### src/rtl/core/i2cms_pkg.sv
`default_nettype none
// ----------------------------------------------------------------------------
// I2C master command sequencer package
// Item types, action, event and bus phase codes shared by the core files.
// ----------------------------------------------------------------------------
package i2cms_pkg;

	typedef struct packed {
		logic [2:0] action;
		logic [7:0] slave_addr;
		logic [7:0] rx_count;
		logic       task_tail;
		logic [7:0] tx_byte;
		logic [2:0] event_code;
		logic [7:0] bus_rx_byte;
	} i2cms_in_t;

	typedef struct packed {
		logic       accepted;
		logic       issue_start;
		logic       issue_stop;
		logic       ack_off;
		logic       soft_reset;
		logic       send_valid;
		logic [7:0] send_byte;
		logic       rx_valid;
		logic [7:0] rx_index;
		logic [7:0] rx_data;
		logic       task_done;
		logic [3:0] bus_state;
	} i2cms_out_t;

	localparam logic [2:0] ACT_STAGE   = 3'd0;
	localparam logic [2:0] ACT_COMMIT  = 3'd1;
	localparam logic [2:0] ACT_START   = 3'd2;
	localparam logic [2:0] ACT_EVENT   = 3'd3;
	localparam logic [2:0] ACT_BUS_ERR = 3'd4;
	localparam logic [2:0] ACT_REINIT  = 3'd5;

	localparam logic [2:0] EV_START_DONE  = 3'd0;
	localparam logic [2:0] EV_TX_ADDR_ACK = 3'd1;
	localparam logic [2:0] EV_RX_ADDR_ACK = 3'd2;
	localparam logic [2:0] EV_BYTE_RX     = 3'd3;
	localparam logic [2:0] EV_BYTE_SENT   = 3'd4;

	localparam logic [3:0] PH_FREE  = 4'd0;
	localparam logic [3:0] PH_START = 4'd1;
	localparam logic [3:0] PH_ADDR  = 4'd2;
	localparam logic [3:0] PH_TXMOD = 4'd3;
	localparam logic [3:0] PH_TX    = 4'd4;
	localparam logic [3:0] PH_RXMOD = 4'd5;
	localparam logic [3:0] PH_RX    = 4'd6;
	localparam logic [3:0] PH_STOP  = 4'd7;
	localparam logic [3:0] PH_ERROR = 4'd8;

	localparam logic [7:0] LIMIT_RESET = 8'd100;

	typedef enum logic [2:0] {
		OP_NONE,
		OP_STAGE,
		OP_COMMIT,
		OP_START,
		OP_EVENT,
		OP_BUS_ERR,
		OP_REINIT
	} op_t;

	typedef struct packed {
		op_t        op;
		logic [7:0] slave_addr;
		logic [7:0] rx_count;
		logic       task_tail;
		logic [7:0] tx_byte;
		logic [2:0] ev_code;
		logic [7:0] rx_byte;
	} cmd_t;

endpackage
`default_nettype wire

### src/rtl/core/i2c_master_command_sequencer.sv
`default_nettype none
// ----------------------------------------------------------------------------
// I2C master command sequencer
// Command queue and bus event sequencer for an I2C master controller.
//
//   channel  handshake                 payload
//   cmd      cmd_valid / cmd_ready     cmd   (i2cms_in_t)
//   rsp      rsp_valid / rsp_ready     rsp   (i2cms_out_t)
//   limit    limit_we                  limit_wdata (watchdog limit)
//
// Stage, bus error, reinit, unused action, refused commit or start: result
// registered at dequeue; start that launches: via S_LAUNCH. Bus event: S_EVENT
// (transmit buffer and command table read), then S_LAUNCH when a completed
// command launches the next one. Commit: staged bytes copied in S_COPY (one
// byte a cycle), then table write. Two items queue in front of the executor,
// which takes no new item while a result waits. No clearing pass after reset.
// ----------------------------------------------------------------------------
module i2c_master_command_sequencer #(
	parameter int QUEUE_DEPTH = 8,
	parameter int MAX_TX      = 16
) (
	input  wire logic                  clk,
	input  wire logic                  arst_n,
	input  wire logic                  cmd_valid,
	output logic                       cmd_ready,
	input  wire i2cms_pkg::i2cms_in_t  cmd,
	output logic                       rsp_valid,
	input  wire logic                  rsp_ready,
	output i2cms_pkg::i2cms_out_t      rsp,
	input  wire logic                  limit_we,
	input  wire logic [7:0]            limit_wdata
);
	import i2cms_pkg::*;

	logic q_valid;
	logic q_pop;
	cmd_t q_item;

	i2cms_front u_front (
		.clk       (clk),
		.arst_n    (arst_n),
		.cmd_valid (cmd_valid),
		.cmd_ready (cmd_ready),
		.cmd       (cmd),
		.q_valid   (q_valid),
		.q_item    (q_item),
		.q_pop     (q_pop)
	);

	i2cms_back #(
		.QUEUE_DEPTH (QUEUE_DEPTH),
		.MAX_TX      (MAX_TX)
	) u_back (
		.clk         (clk),
		.arst_n      (arst_n),
		.limit_we    (limit_we),
		.limit_wdata (limit_wdata),
		.q_valid     (q_valid),
		.q_item      (q_item),
		.q_pop       (q_pop),
		.rsp_valid   (rsp_valid),
		.rsp_ready   (rsp_ready),
		.rsp         (rsp)
	);

endmodule
`default_nettype wire

### src/rtl/core/i2cms_ram.sv
`default_nettype none
// ----------------------------------------------------------------------------
// Generic RAM
// One write port, one read port, registered read data.
// ----------------------------------------------------------------------------
module i2cms_ram #(
	parameter int WIDTH = 8,
	parameter int DEPTH = 16,
	localparam int AW = (DEPTH > 1) ? $clog2(DEPTH) : 1
) (
	input  wire logic             clk,
	input  wire logic             we,
	input  wire logic [AW-1:0]    waddr,
	input  wire logic [WIDTH-1:0] wdata,
	input  wire logic [AW-1:0]    raddr,
	output logic      [WIDTH-1:0] rdata
);

	logic [WIDTH-1:0] mem_q [DEPTH];

	always_ff @(posedge clk) begin
		if (we) begin
			mem_q[waddr] <= wdata;
		end
		rdata <= mem_q[raddr];
	end

endmodule
`default_nettype wire

### src/rtl/core/i2cms_front.sv
`default_nettype none
// ----------------------------------------------------------------------------
// I2C sequencer front end
// Accepts items, decodes the action and holds them in a two-entry queue.
// ----------------------------------------------------------------------------
module i2cms_front (
	input  wire logic                  clk,
	input  wire logic                  arst_n,
	input  wire logic                  cmd_valid,
	output logic                       cmd_ready,
	input  wire i2cms_pkg::i2cms_in_t  cmd,
	output logic                       q_valid,
	output i2cms_pkg::cmd_t            q_item,
	input  wire logic                  q_pop
);
	import i2cms_pkg::*;

	cmd_t       dec;
	cmd_t       slot_q [2];
	logic       wr_q;
	logic       rd_q;
	logic [1:0] cnt_q;
	logic       push;

	always_comb begin
		dec.slave_addr = cmd.slave_addr;
		dec.rx_count   = cmd.rx_count;
		dec.task_tail  = cmd.task_tail;
		dec.tx_byte    = cmd.tx_byte;
		dec.ev_code    = cmd.event_code;
		dec.rx_byte    = cmd.bus_rx_byte;
		case (cmd.action)
			ACT_STAGE:   dec.op = OP_STAGE;
			ACT_COMMIT:  dec.op = OP_COMMIT;
			ACT_START:   dec.op = OP_START;
			ACT_EVENT:   dec.op = OP_EVENT;
			ACT_BUS_ERR: dec.op = OP_BUS_ERR;
			ACT_REINIT:  dec.op = OP_REINIT;
			default:     dec.op = OP_NONE;
		endcase
	end

	assign cmd_ready = (cnt_q != 2'd2);
	assign push      = cmd_valid && cmd_ready;
	assign q_valid   = (cnt_q != 2'd0);
	assign q_item    = slot_q[rd_q];

	always_ff @(posedge clk) begin
		if (push) begin
			slot_q[wr_q] <= dec;
		end
	end

	always_ff @(posedge clk or negedge arst_n) begin
		if (!arst_n) begin
			wr_q  <= 1'b0;
			rd_q  <= 1'b0;
			cnt_q <= 2'd0;
		end else begin
			if (push) begin
				wr_q <= ~wr_q;
			end
			if (q_pop) begin
				rd_q <= ~rd_q;
			end
			case ({push, q_pop})
				2'b10:   cnt_q <= cnt_q + 2'd1;
				2'b01:   cnt_q <= cnt_q - 2'd1;
				default: cnt_q <= cnt_q;
			endcase
		end
	end

endmodule
`default_nettype wire

### src/rtl/core/i2cms_back.sv
`default_nettype none
// ----------------------------------------------------------------------------
// I2C sequencer back end
// Executes decoded items: staging, command queue, bus event steps, watchdog.
// ----------------------------------------------------------------------------
module i2cms_back #(
	parameter int QUEUE_DEPTH = 8,
	parameter int MAX_TX      = 16
) (
	input  wire logic                  clk,
	input  wire logic                  arst_n,
	input  wire logic                  limit_we,
	input  wire logic [7:0]            limit_wdata,
	input  wire logic                  q_valid,
	input  wire i2cms_pkg::cmd_t       q_item,
	output logic                       q_pop,
	output logic                       rsp_valid,
	input  wire logic                  rsp_ready,
	output i2cms_pkg::i2cms_out_t      rsp
);
	import i2cms_pkg::*;

	localparam int SW  = $clog2(QUEUE_DEPTH);
	localparam int CW  = $clog2(QUEUE_DEPTH + 1);
	localparam int TLW = $clog2(MAX_TX + 1);
	localparam int SAW = (MAX_TX > 1) ? $clog2(MAX_TX) : 1;
	localparam int TXD = QUEUE_DEPTH * MAX_TX;
	localparam int TAW = $clog2(TXD);
	localparam int MW  = 17 + TLW;

	localparam logic [SW-1:0]  LAST_SLOT = SW'(QUEUE_DEPTH - 1);
	localparam logic [TLW-1:0] MAX_TX_C  = TLW'(MAX_TX);
	localparam logic [CW:0]    DEPTH_C   = (CW + 1)'(QUEUE_DEPTH);

	typedef enum logic [1:0] {
		S_IDLE,
		S_COPY,
		S_EVENT,
		S_LAUNCH
	} state_t;

	function automatic logic [SW-1:0] next_slot(input logic [SW-1:0] s);
		return (s == LAST_SLOT) ? '0 : s + 1'b1;
	endfunction

	function automatic logic [TAW-1:0] tx_addr(input logic [SW-1:0] s, input logic [SAW-1:0] i);
		return TAW'(int'(s) * MAX_TX + int'(i));
	endfunction

	state_t     state_q, state_n;
	cmd_t       cmd_q, cmd_n;
	logic [SW-1:0]  head_q, head_n, tail_q, tail_n, slot_q, slot_n;
	logic [CW-1:0]  count_q, count_n;
	logic [TLW-1:0] sc_q, sc_n, cp_cnt_q, cp_cnt_n;
	logic           cp_v_s1, cp_v_n;
	logic [SAW-1:0] cp_idx_s1, cp_idx_n;
	logic [7:0]     bi_q, bi_n, wd_q, wd_n, limit_q;
	logic           reading_q, reading_n;
	logic [3:0]     phase_q, phase_n;
	logic           from_start_q, from_start_n;
	i2cms_out_t     pend_q, pend_n, rsp_q, rsp_n, res;
	logic           rsp_valid_q, rsp_valid_n, emit;

	logic           st_we, tx_we, meta_we;
	logic [7:0]     st_rdata, tx_rdata;
	logic [SW-1:0]  meta_raddr;
	logic [MW-1:0]  meta_rdata, meta_wdata;
	logic [7:0]     m_addr, m_rxl;
	logic [TLW-1:0] m_txl;
	logic           m_tail;

	logic           hold;
	logic [8:0]     w9;
	logic [7:0]     txv, bi_inc;
	logic           done_cmd;

	assign m_addr = meta_rdata[MW-1 -: 8];
	assign m_rxl  = meta_rdata[MW-9 -: 8];
	assign m_txl  = meta_rdata[TLW:1];
	assign m_tail = meta_rdata[0];
	assign meta_wdata = {cmd_q.slave_addr, cmd_q.rx_count, sc_q, cmd_q.task_tail};
	assign meta_raddr = (state_q == S_IDLE && q_item.op == OP_EVENT) ? slot_q : head_q;

	i2cms_ram #(.WIDTH(8), .DEPTH(MAX_TX)) u_stage_ram (
		.clk   (clk),
		.we    (st_we),
		.waddr (sc_q[SAW-1:0]),
		.wdata (q_item.tx_byte),
		.raddr (cp_cnt_q[SAW-1:0]),
		.rdata (st_rdata)
	);

	i2cms_ram #(.WIDTH(8), .DEPTH(TXD)) u_tx_ram (
		.clk   (clk),
		.we    (tx_we),
		.waddr (tx_addr(tail_q, cp_idx_s1)),
		.wdata (st_rdata),
		.raddr (tx_addr(slot_q, bi_q[SAW-1:0])),
		.rdata (tx_rdata)
	);

	i2cms_ram #(.WIDTH(MW), .DEPTH(QUEUE_DEPTH)) u_meta_ram (
		.clk   (clk),
		.we    (meta_we),
		.waddr (tail_q),
		.wdata (meta_wdata),
		.raddr (meta_raddr),
		.rdata (meta_rdata)
	);

	always_comb begin
		state_n      = state_q;
		cmd_n        = cmd_q;
		head_n       = head_q;
		tail_n       = tail_q;
		slot_n       = slot_q;
		count_n      = count_q;
		sc_n         = sc_q;
		cp_cnt_n     = cp_cnt_q;
		cp_v_n       = 1'b0;
		cp_idx_n     = cp_idx_s1;
		bi_n         = bi_q;
		wd_n         = wd_q;
		reading_n    = reading_q;
		phase_n      = phase_q;
		from_start_n = from_start_q;
		pend_n       = pend_q;
		res          = '0;
		emit         = 1'b0;
		q_pop        = 1'b0;
		st_we        = 1'b0;
		tx_we        = 1'b0;
		meta_we      = 1'b0;
		done_cmd     = 1'b0;
		hold         = (phase_q != PH_FREE);
		w9           = {1'b0, wd_q} + 9'd1;
		txv          = (bi_q < 8'(m_txl)) ? tx_rdata : 8'd0;
		bi_inc       = bi_q + 8'd1;

		case (state_q)
			S_IDLE: begin
				if (q_valid && !rsp_valid_q) begin
					q_pop = 1'b1;
					cmd_n = q_item;
					case (q_item.op)
						OP_STAGE: begin
							if (sc_q < MAX_TX_C) begin
								st_we = 1'b1;
								sc_n  = sc_q + 1'b1;
							end
							emit = 1'b1;
						end
						OP_COMMIT: begin
							if (({1'b0, count_q} + (CW + 1)'(hold)) < DEPTH_C) begin
								cp_cnt_n = '0;
								state_n  = S_COPY;
							end else begin
								emit = 1'b1;
							end
						end
						OP_START: begin
							if (phase_q == PH_FREE && count_q != '0) begin
								from_start_n = 1'b1;
								pend_n       = '0;
								state_n      = S_LAUNCH;
							end else begin
								emit = 1'b1;
							end
						end
						OP_EVENT: state_n = S_EVENT;
						OP_BUS_ERR: begin
							res.soft_reset = 1'b1;
							phase_n        = PH_ERROR;
							emit           = 1'b1;
						end
						OP_REINIT: begin
							res.soft_reset = 1'b1;
							head_n         = '0;
							tail_n         = '0;
							count_n        = '0;
							phase_n        = PH_FREE;
							emit           = 1'b1;
						end
						default: emit = 1'b1;
					endcase
				end
			end
			S_COPY: begin
				tx_we = cp_v_s1;
				if (cp_cnt_q < sc_q) begin
					cp_v_n   = 1'b1;
					cp_idx_n = cp_cnt_q[SAW-1:0];
					cp_cnt_n = cp_cnt_q + 1'b1;
				end else if (!cp_v_s1) begin
					meta_we      = 1'b1;
					tail_n       = next_slot(tail_q);
					count_n      = count_q + 1'b1;
					sc_n         = '0;
					res.accepted = 1'b1;
					emit         = 1'b1;
					state_n      = S_IDLE;
				end
			end
			S_EVENT: begin
				wd_n = w9[7:0];
				if (w9 > {1'b0, limit_q}) begin
					phase_n        = PH_ERROR;
					res.soft_reset = 1'b1;
					wd_n           = '0;
				end
				case (cmd_q.ev_code)
					EV_START_DONE: begin
						phase_n        = PH_ADDR;
						bi_n           = '0;
						res.send_valid = 1'b1;
						res.send_byte  = {m_addr[7:1], reading_q};
					end
					EV_TX_ADDR_ACK: begin
						phase_n        = PH_TXMOD;
						res.send_valid = 1'b1;
						res.send_byte  = txv;
						bi_n           = bi_inc;
					end
					EV_RX_ADDR_ACK: begin
						phase_n = PH_RXMOD;
						if (m_rxl <= 8'd1) begin
							res.ack_off    = 1'b1;
							res.issue_stop = 1'b1;
						end
					end
					EV_BYTE_RX: begin
						phase_n      = PH_RX;
						res.rx_valid = 1'b1;
						res.rx_index = bi_q;
						res.rx_data  = cmd_q.rx_byte;
						bi_n         = bi_inc;
						if ({1'b0, m_rxl} == ({1'b0, bi_inc} + 9'd1)) begin
							res.ack_off    = 1'b1;
							res.issue_stop = 1'b1;
						end else if (m_rxl == bi_inc) begin
							done_cmd = 1'b1;
						end
					end
					EV_BYTE_SENT: begin
						if (bi_q < 8'(m_txl)) begin
							phase_n        = PH_TX;
							res.send_valid = 1'b1;
							res.send_byte  = txv;
							bi_n           = bi_inc;
						end else if (m_rxl != 8'd0) begin
							phase_n         = PH_START;
							bi_n            = '0;
							reading_n       = 1'b1;
							res.issue_start = 1'b1;
						end else begin
							res.issue_stop = 1'b1;
							done_cmd       = 1'b1;
						end
					end
					default: ;
				endcase
				state_n = S_IDLE;
				if (done_cmd) begin
					wd_n          = '0;
					res.task_done = m_tail;
					phase_n       = PH_FREE;
					if (count_q != '0) begin
						from_start_n = 1'b0;
						pend_n       = res;
						state_n      = S_LAUNCH;
					end
				end
				emit = (state_n == S_IDLE);
			end
			S_LAUNCH: begin
				slot_n          = head_q;
				head_n          = next_slot(head_q);
				count_n         = count_q - 1'b1;
				phase_n         = PH_START;
				bi_n            = '0;
				reading_n       = (m_txl == '0);
				res             = pend_q;
				res.issue_start = 1'b1;
				res.accepted    = from_start_q;
				emit            = 1'b1;
				state_n         = S_IDLE;
			end
			default: state_n = S_IDLE;
		endcase

		rsp_valid_n = rsp_valid_q && !rsp_ready;
		rsp_n       = rsp_q;
		if (emit) begin
			rsp_n           = res;
			rsp_n.bus_state = phase_n;
			rsp_valid_n     = 1'b1;
		end
	end

	always_ff @(posedge clk or negedge arst_n) begin
		if (!arst_n) begin
			state_q      <= S_IDLE;
			cmd_q        <= '0;
			head_q       <= '0;
			tail_q       <= '0;
			slot_q       <= '0;
			count_q      <= '0;
			sc_q         <= '0;
			cp_cnt_q     <= '0;
			cp_v_s1      <= 1'b0;
			cp_idx_s1    <= '0;
			bi_q         <= '0;
			wd_q         <= '0;
			limit_q      <= LIMIT_RESET;
			reading_q    <= 1'b0;
			phase_q      <= PH_FREE;
			from_start_q <= 1'b0;
			pend_q       <= '0;
			rsp_q        <= '0;
			rsp_valid_q  <= 1'b0;
		end else begin
			state_q      <= state_n;
			cmd_q        <= cmd_n;
			head_q       <= head_n;
			tail_q       <= tail_n;
			slot_q       <= slot_n;
			count_q      <= count_n;
			sc_q         <= sc_n;
			cp_cnt_q     <= cp_cnt_n;
			cp_v_s1      <= cp_v_n;
			cp_idx_s1    <= cp_idx_n;
			bi_q         <= bi_n;
			wd_q         <= wd_n;
			if (limit_we) begin
				limit_q <= limit_wdata;
			end
			reading_q    <= reading_n;
			phase_q      <= phase_n;
			from_start_q <= from_start_n;
			pend_q       <= pend_n;
			rsp_q        <= rsp_n;
			rsp_valid_q  <= rsp_valid_n;
		end
	end

	assign rsp_valid = rsp_valid_q;
	assign rsp       = rsp_q;

endmodule
`default_nettype wire

### config.mk
export PLATFORM = sky130hd
export DESIGN_NAME = i2c_master_command_sequencer
export DESIGN_NICKNAME = d
export VERILOG_FILES = /design/src/rtl/core/i2cms_pkg.sv /design/src/rtl/core/i2c_master_command_sequencer.sv /design/src/rtl/core/i2cms_ram.sv /design/src/rtl/core/i2cms_front.sv /design/src/rtl/core/i2cms_back.sv
export SDC_FILE = /design/constraint.sdc
export NUM_CORES = 2
export LEC_CHECK = 0
export ABC_AREA = 0
export ABC_CLOCK_PERIOD_IN_PS = 7800
export BUFFER_PORTS_ARGS = -buffer_cell sky130_fd_sc_hd__buf_2
export CORE_ASPECT_RATIO = 1.5
export CORE_MARGIN = 5
export CORE_UTILIZATION = 30
export DETAILED_ROUTE_END_ITERATION = 10
export SLEW_MARGIN = 10
export SYNTH_ARGS = -nofsm -noshare
export SYNTH_HDL_FRONTEND = slang
export SYNTH_HIERARCHICAL = 1
export SYNTH_SLANG_ARGS = --single-unit
### constraint.sdc
create_clock -name clk -period 7.8 [get_ports clk]
set_input_delay 1.95 -clock clk [delete_from_list [all_inputs] [get_ports clk]]
set_output_delay 1.95 -clock clk [all_outputs]
set_load 0.005 [all_outputs]
==> Word level (Yosys, flattened, before mapping) <==
Memories as Yosys holds them, arrays and structs flattened. A register that Yosys moved wholly into a read port is not among the register bits.
Cells that the tools add are included.
{ "word_totals": {"register_bits": 159, "ramBits": 1406, "input_bits": 52, "output_inout_bits": 38, "wordCells": 271, "memories": 4} }
{ "op_classes": {"n_addsub": 14, "order_cmp": 6, "eq_ne": 46, "n_mux": 118, "bitwise_logic": 2, "n_reduce_logical": 36} }
{ "memory_table": {"columns": ["memory", "depth", "word_bits", "rd", "rd_clocked_by_memory_dff", "write_ports", "line", "rtl"], "rows": [
  ["u_back.u_tx_ram.mem_q", 128, 8, 1, 1, 1, "i2cms_ram.sv:19", "logic [WIDTH-1:0] mem_q [DEPTH];"],
  ["u_back.u_meta_ram.mem_q", 8, 22, 1, 1, 1, "i2cms_ram.sv:19", null],
  ["u_back.u_stage_ram.mem_q", 16, 8, 1, 1, 1, "i2cms_ram.sv:19", null],
  ["u_front.slot_q", 2, 39, 1, 0, 1, "i2cms_front.sv:19", "cmd_t slot_q [2];"]
]} }
{ "ops": {"columns": ["op", "count"], "rows": [
  ["$mux 34", 5],
  ["$pmux 34 s2", 1],
  ["$pmux 27 s2", 1],
  ["$mux 5", 9],
  ["$mux 1", 43],
  ["$mux 8", 5],
  ["$mux 4", 9],
  ["$pmux 9 s3", 1],
  ["$ne 2x2->1 const B", 13],
  ["$eq 3x3->1 const B", 8],
  ["$pmux 4 s3", 2],
  ["$pmux 8 s3", 1],
  ["$mux 2", 11],
  ["$mux 3", 7],
  ["$pmux 4 s5", 1],
  ["$pmux 5 s2", 2],
  ["$add 8x1->9 const B", 2],
  ["$eq 3x2->1 const B", 6],
  ["$pmux 3 s2", 3],
  ["$pmux 3 s6", 1],
  ["$reduce_and 6->1", 3],
  ["$mux 17", 1],
  ["$pmux 8 s2", 1],
  ["$reduce_and 5->1", 3],
  ["47 further kinds", 83]
]} }

==> Depth between registers and ports, before layout <==
{ "depth": {"word_depth": 11, "mapped_depth": 12, "mapped_depth_nobuf": 12} }

==> Cells and area by module <==
The synthesis kept the hierarchy.
{ "modules_own_cells": {"columns": ["module", "instances", "cells_per_inst", "area_each_um2", "seq_area_each_um2"], "rows": [
  ["i2cms_ram at u_back.u_tx_ram", 1, 1635, 39665.5, 30909.6],
  ["i2cms_back", 1, 822, 8156.6, 3882.5],
  ["i2cms_ram at u_back.u_meta_ram", 1, 289, 7249.5, 5725.5],
  ["i2cms_ram at u_back.u_stage_ram", 1, 229, 5147.4, 4003.8],
  ["i2cms_front", 1, 142, 3055.4, 2442.3]
]} }

==> Worst setup path before layout <==
Ideal clock, no wire load.
{ "synth_path": {"kind": "input-to-reg", "startpoint": "in cmd_valid", "endpoint": "mem u_front/slot_q[0][0] (netlist name), enable pin", "setup_ns": 0.435, "arrival_time_ns": 3.687, "t_required_ns": 7.365, "slack_ns": 3.678, "stages": 2, "n_path_buf": 0, "cell_sequence": "nand2_1 -> nor2_1"} }
{ "synth_between": {"elab_chain_cells": 3} }
{ "synth_rtl": {"columns": ["item", "line", "rtl"], "rows": [
  ["start: declaration", "i2c_master_command_sequencer.sv:24", "input wire logic cmd_valid,"],
  ["$logic_and 1x1->1", "i2cms_front.sv:44", "assign push = cmd_valid && cmd_ready;"],
  ["$mux 1", "i2cms_front.sv:49", "if (push) begin"],
  ["$mux 1 (implied by the code)", "i2cms_front.sv:50", "slot_q[wr_q] <= dec;"],
  ["end: declaration", "i2cms_front.sv:19", null]
]} }
No other way between the ends.

==> run summary <==
Die area - 219000 sq um
CP required - 8190 ps
Sum Neg Setup Slack - 0 ps
Drt pass-1 iters - 5
Layout area overhead - 13.1%
Power per cell area - 324 nW/um^2
Number of gates resized after cts - 0
Yosys warns - 6
Max Buffers Root-to-Sink - 4
Global-route wire length before repair - 207000 um
Vias/cell - 4.81
Setup CP Type - reg2reg
Vias in the first global route - 30.9k
CTS tree - yes
Minimum clock period - 4690 ps
Fmax - 0.213 GHz
H-tree depth - 4
Clock-pin slew on the worst setup and hold paths - 60 ps
CP startpoint kind - flip-flop
Total track usage - 0.125
Buf/Inv on CP - 3
Hold Path Class - reg2reg
Nets - 3325
Worst VDD drop - 0.000238 V
DP Area - 66600 sq um
Post-Synthesis Cells - 3098
Max incr delay on CP - 720 ps
Remaining DRCs - 0
Hold buffer count at CTS - 0
Number of max-cap violations - 0
Dpl ws - 2960 ps
Worst Skew - 60.5 ps
Crit. Startpoint - u_front/rd_q
Net Count, Synth - 3180
Layout cells sized above 1 - 0.252
CP cell instances - buf_4, mux2_2, or4b_1, nor3_1, inv_1, a21oi_1, nand2_1, inv_1, or3b_2, nor2_1
Worst-skew pair later-pin latency - 790 ps
GR Overflow Total - 0
Post-synthesis instance area - 62800 sq um
TritonCTS Buffers - 145
PortBufs - 88
Initial core utilization - 0.302
Switch share - 0.284
Post-route cell area - 71100 sq um
GP Congestion - 0.800
Clock sinks - 1591
Core area - 208000 sq um
Via count - 29.5k
Slew @ Worst Pin - 1240 ps
Crit path max fanout - 38
Internal power - 16500 uW
Die W - 384 um
Combinational power share - 0.205
FP Rows - 205
Routed WL per cell - 22.8 um
Final core occ - 0.341
Crit path depth - 10
Fillers - 19.5k
Root Driver - clkbuf_16
Outcome - finished, final reports clean
Delay-heaviest family, CP - simple AND/OR/NAND/NOR gates
Crit end category - flip-flop
RR Startpoint - u_front/rd_q
Final Max Tran Viols - 0
R2R depth - 10
# setup viols final - 0
Initial antenna violation count - 2
IO Pins - 90
Initial drt markers - 2454
Crit path top cell by count - inv_1
WP data arrival - 5080 ps
Hold EP - u_front/rd_q
Leakage - 0.0228 uW
CP max stage cell - nor2_1
Avg Cell Area, Syn - 20.3 sq um
Final period utilization - 0.602
RSZ-0062 raised after global routing - no
R2r endpoint - u_back/u_stage_ram/mem_q[1][4]
Sequential share of power - 0.499
Slew margin rel. - 0.176
WHS Path Cells - 1
Final ANT Viol Nets - 0
Clock power share - 0.295
Final Hold Viols - 0
Worst R2R Setup Slack - 3110 ps
Largest net degree at the start of global routing - 118
Switching power - 6540 uW
Detailed placer's ending HPWL - 88400 um
Die H - 571 um
Setup Fix Bufs, Post-CTS - 0
Worst Setup Slack, final - 3110 ps
Final WL - 140000 um
HP Start - u_front/rd_q
==> state kept, by name, summed over array words and instances (netlist names), 8 cells and up <==
| register | cells |
|---|---|
| u_back/u_stage_ram/rdata | 8 |
| u_back/u_tx_ram/mem_q | 1024 |
| u_back/limit_q | 8 |
| u_front/slot_q | 76 |
| u_back/bi_q | 8 |
| u_back/u_tx_ram/rdata | 8 |
| u_back/rsp | 36 |
| u_back/u_meta_ram/mem_q | 168 |
| u_back/cmd_q | 27 |
| u_back/pend_q | 30 |
| u_back/u_meta_ram/rdata | 21 |
| u_back/wd_q | 8 |
| u_back/u_stage_ram/mem_q | 128 |
==> power groups by stage <==
stage | Sequential (uW) | Clock, uW | Combinational, uW
5_1_grt | 11600 | 7320 | 5110
4_1_cts | 11500 | 6990 | 4840
6_report | 11500 | 6790 | 4720
2_1_floorplan | 11600 | 0 | 3110
3_5_place_dp | 11700 | 0 | 4830
3_3_place_gp | 11600 | 0 | 4720
==> metrics by stage <==
step           instances  hold slack (ps)  power, uW
2_1_floorplan       3098              429      14700
3_3_place_gp        5890              451      16400
3_5_place_dp        5890              452      16500
4_1_cts             6135              464      23300
5_1_grt             6136              474      24000
6_report            6136              463      23000
==> layout make-up <==
type                            count  area (sq um)  area share
Multi-Input combinational cell   1324         15400       0.217
Timing Repair Buffer              146           922      0.0130
Inverter                           35           131     0.00185
Clock buffer                      190          3960      0.0557
Tap cell                         2794          3500      0.0492
Sequential cell                  1591         46700       0.657
Clock inverter                     55           467     0.00657
Antenna cell                        1          2.50   0.0000352
==> layout by cell type (no fill, tap or decap), drive strengths merged, types with 5 or more instances in the layout <==
cell type	n
nand2	169
mux2	116
a211oi	6
nor3	32
nor2b	15
o21ai	40
nand4	9
a21oi	22
and3	6
bufinv	7
mux2i	11
a31oi	5
dfxtp	37
and2	35
or3	7
a41o	5
ha	29
mux4	410
nand3b	5
dfrtp	155
a21o	22
a22oi	24
edfxtp	1396
o211ai	7
a22o	5
nand3	28
nand2b	13
xor2	17
a221o	10
nor4	7
inv	39
xnor2	19
or2	5
clkbuf	191
clkinv	40
buf	145
nor2	202
==> worst register-to-register path, cell delays in order (launching register included) <==
cell and delay (ps):
dfrtp_2 360, buf_4 490, mux2_2 480, or4b_1 510, nor3_1 380, inv_1 110, a21oi_1 380, nand2_1 180
inv_1 160, or3b_2 510, nor2_1 730
==> worst max-delay path by stage <==
stage,slack [ps],to
floorplan,3720,u_front/slot_q[0][0]
global placement,3020,u_back/u_stage_ram/mem_q[1][2]
detailed placement,2960,u_back/u_stage_ram/mem_q[1][1]
CTS,2940,u_back/u_stage_ram/mem_q[1][1]
global route,2800,u_back/u_stage_ram/mem_q[1][4]
finish,3110,u_back/u_stage_ram/mem_q[1][4]
==> layer usage <==
layer,global-route usage,up-vias,routed length (um)
met1,0.145,15700,52200
met5,0,-,10
met3,0.0151,226,5570
li1,-,12800,-
met2,0.236,684,77000
met4,0.0472,2,4920
Power figures use the tool's default switching activity.
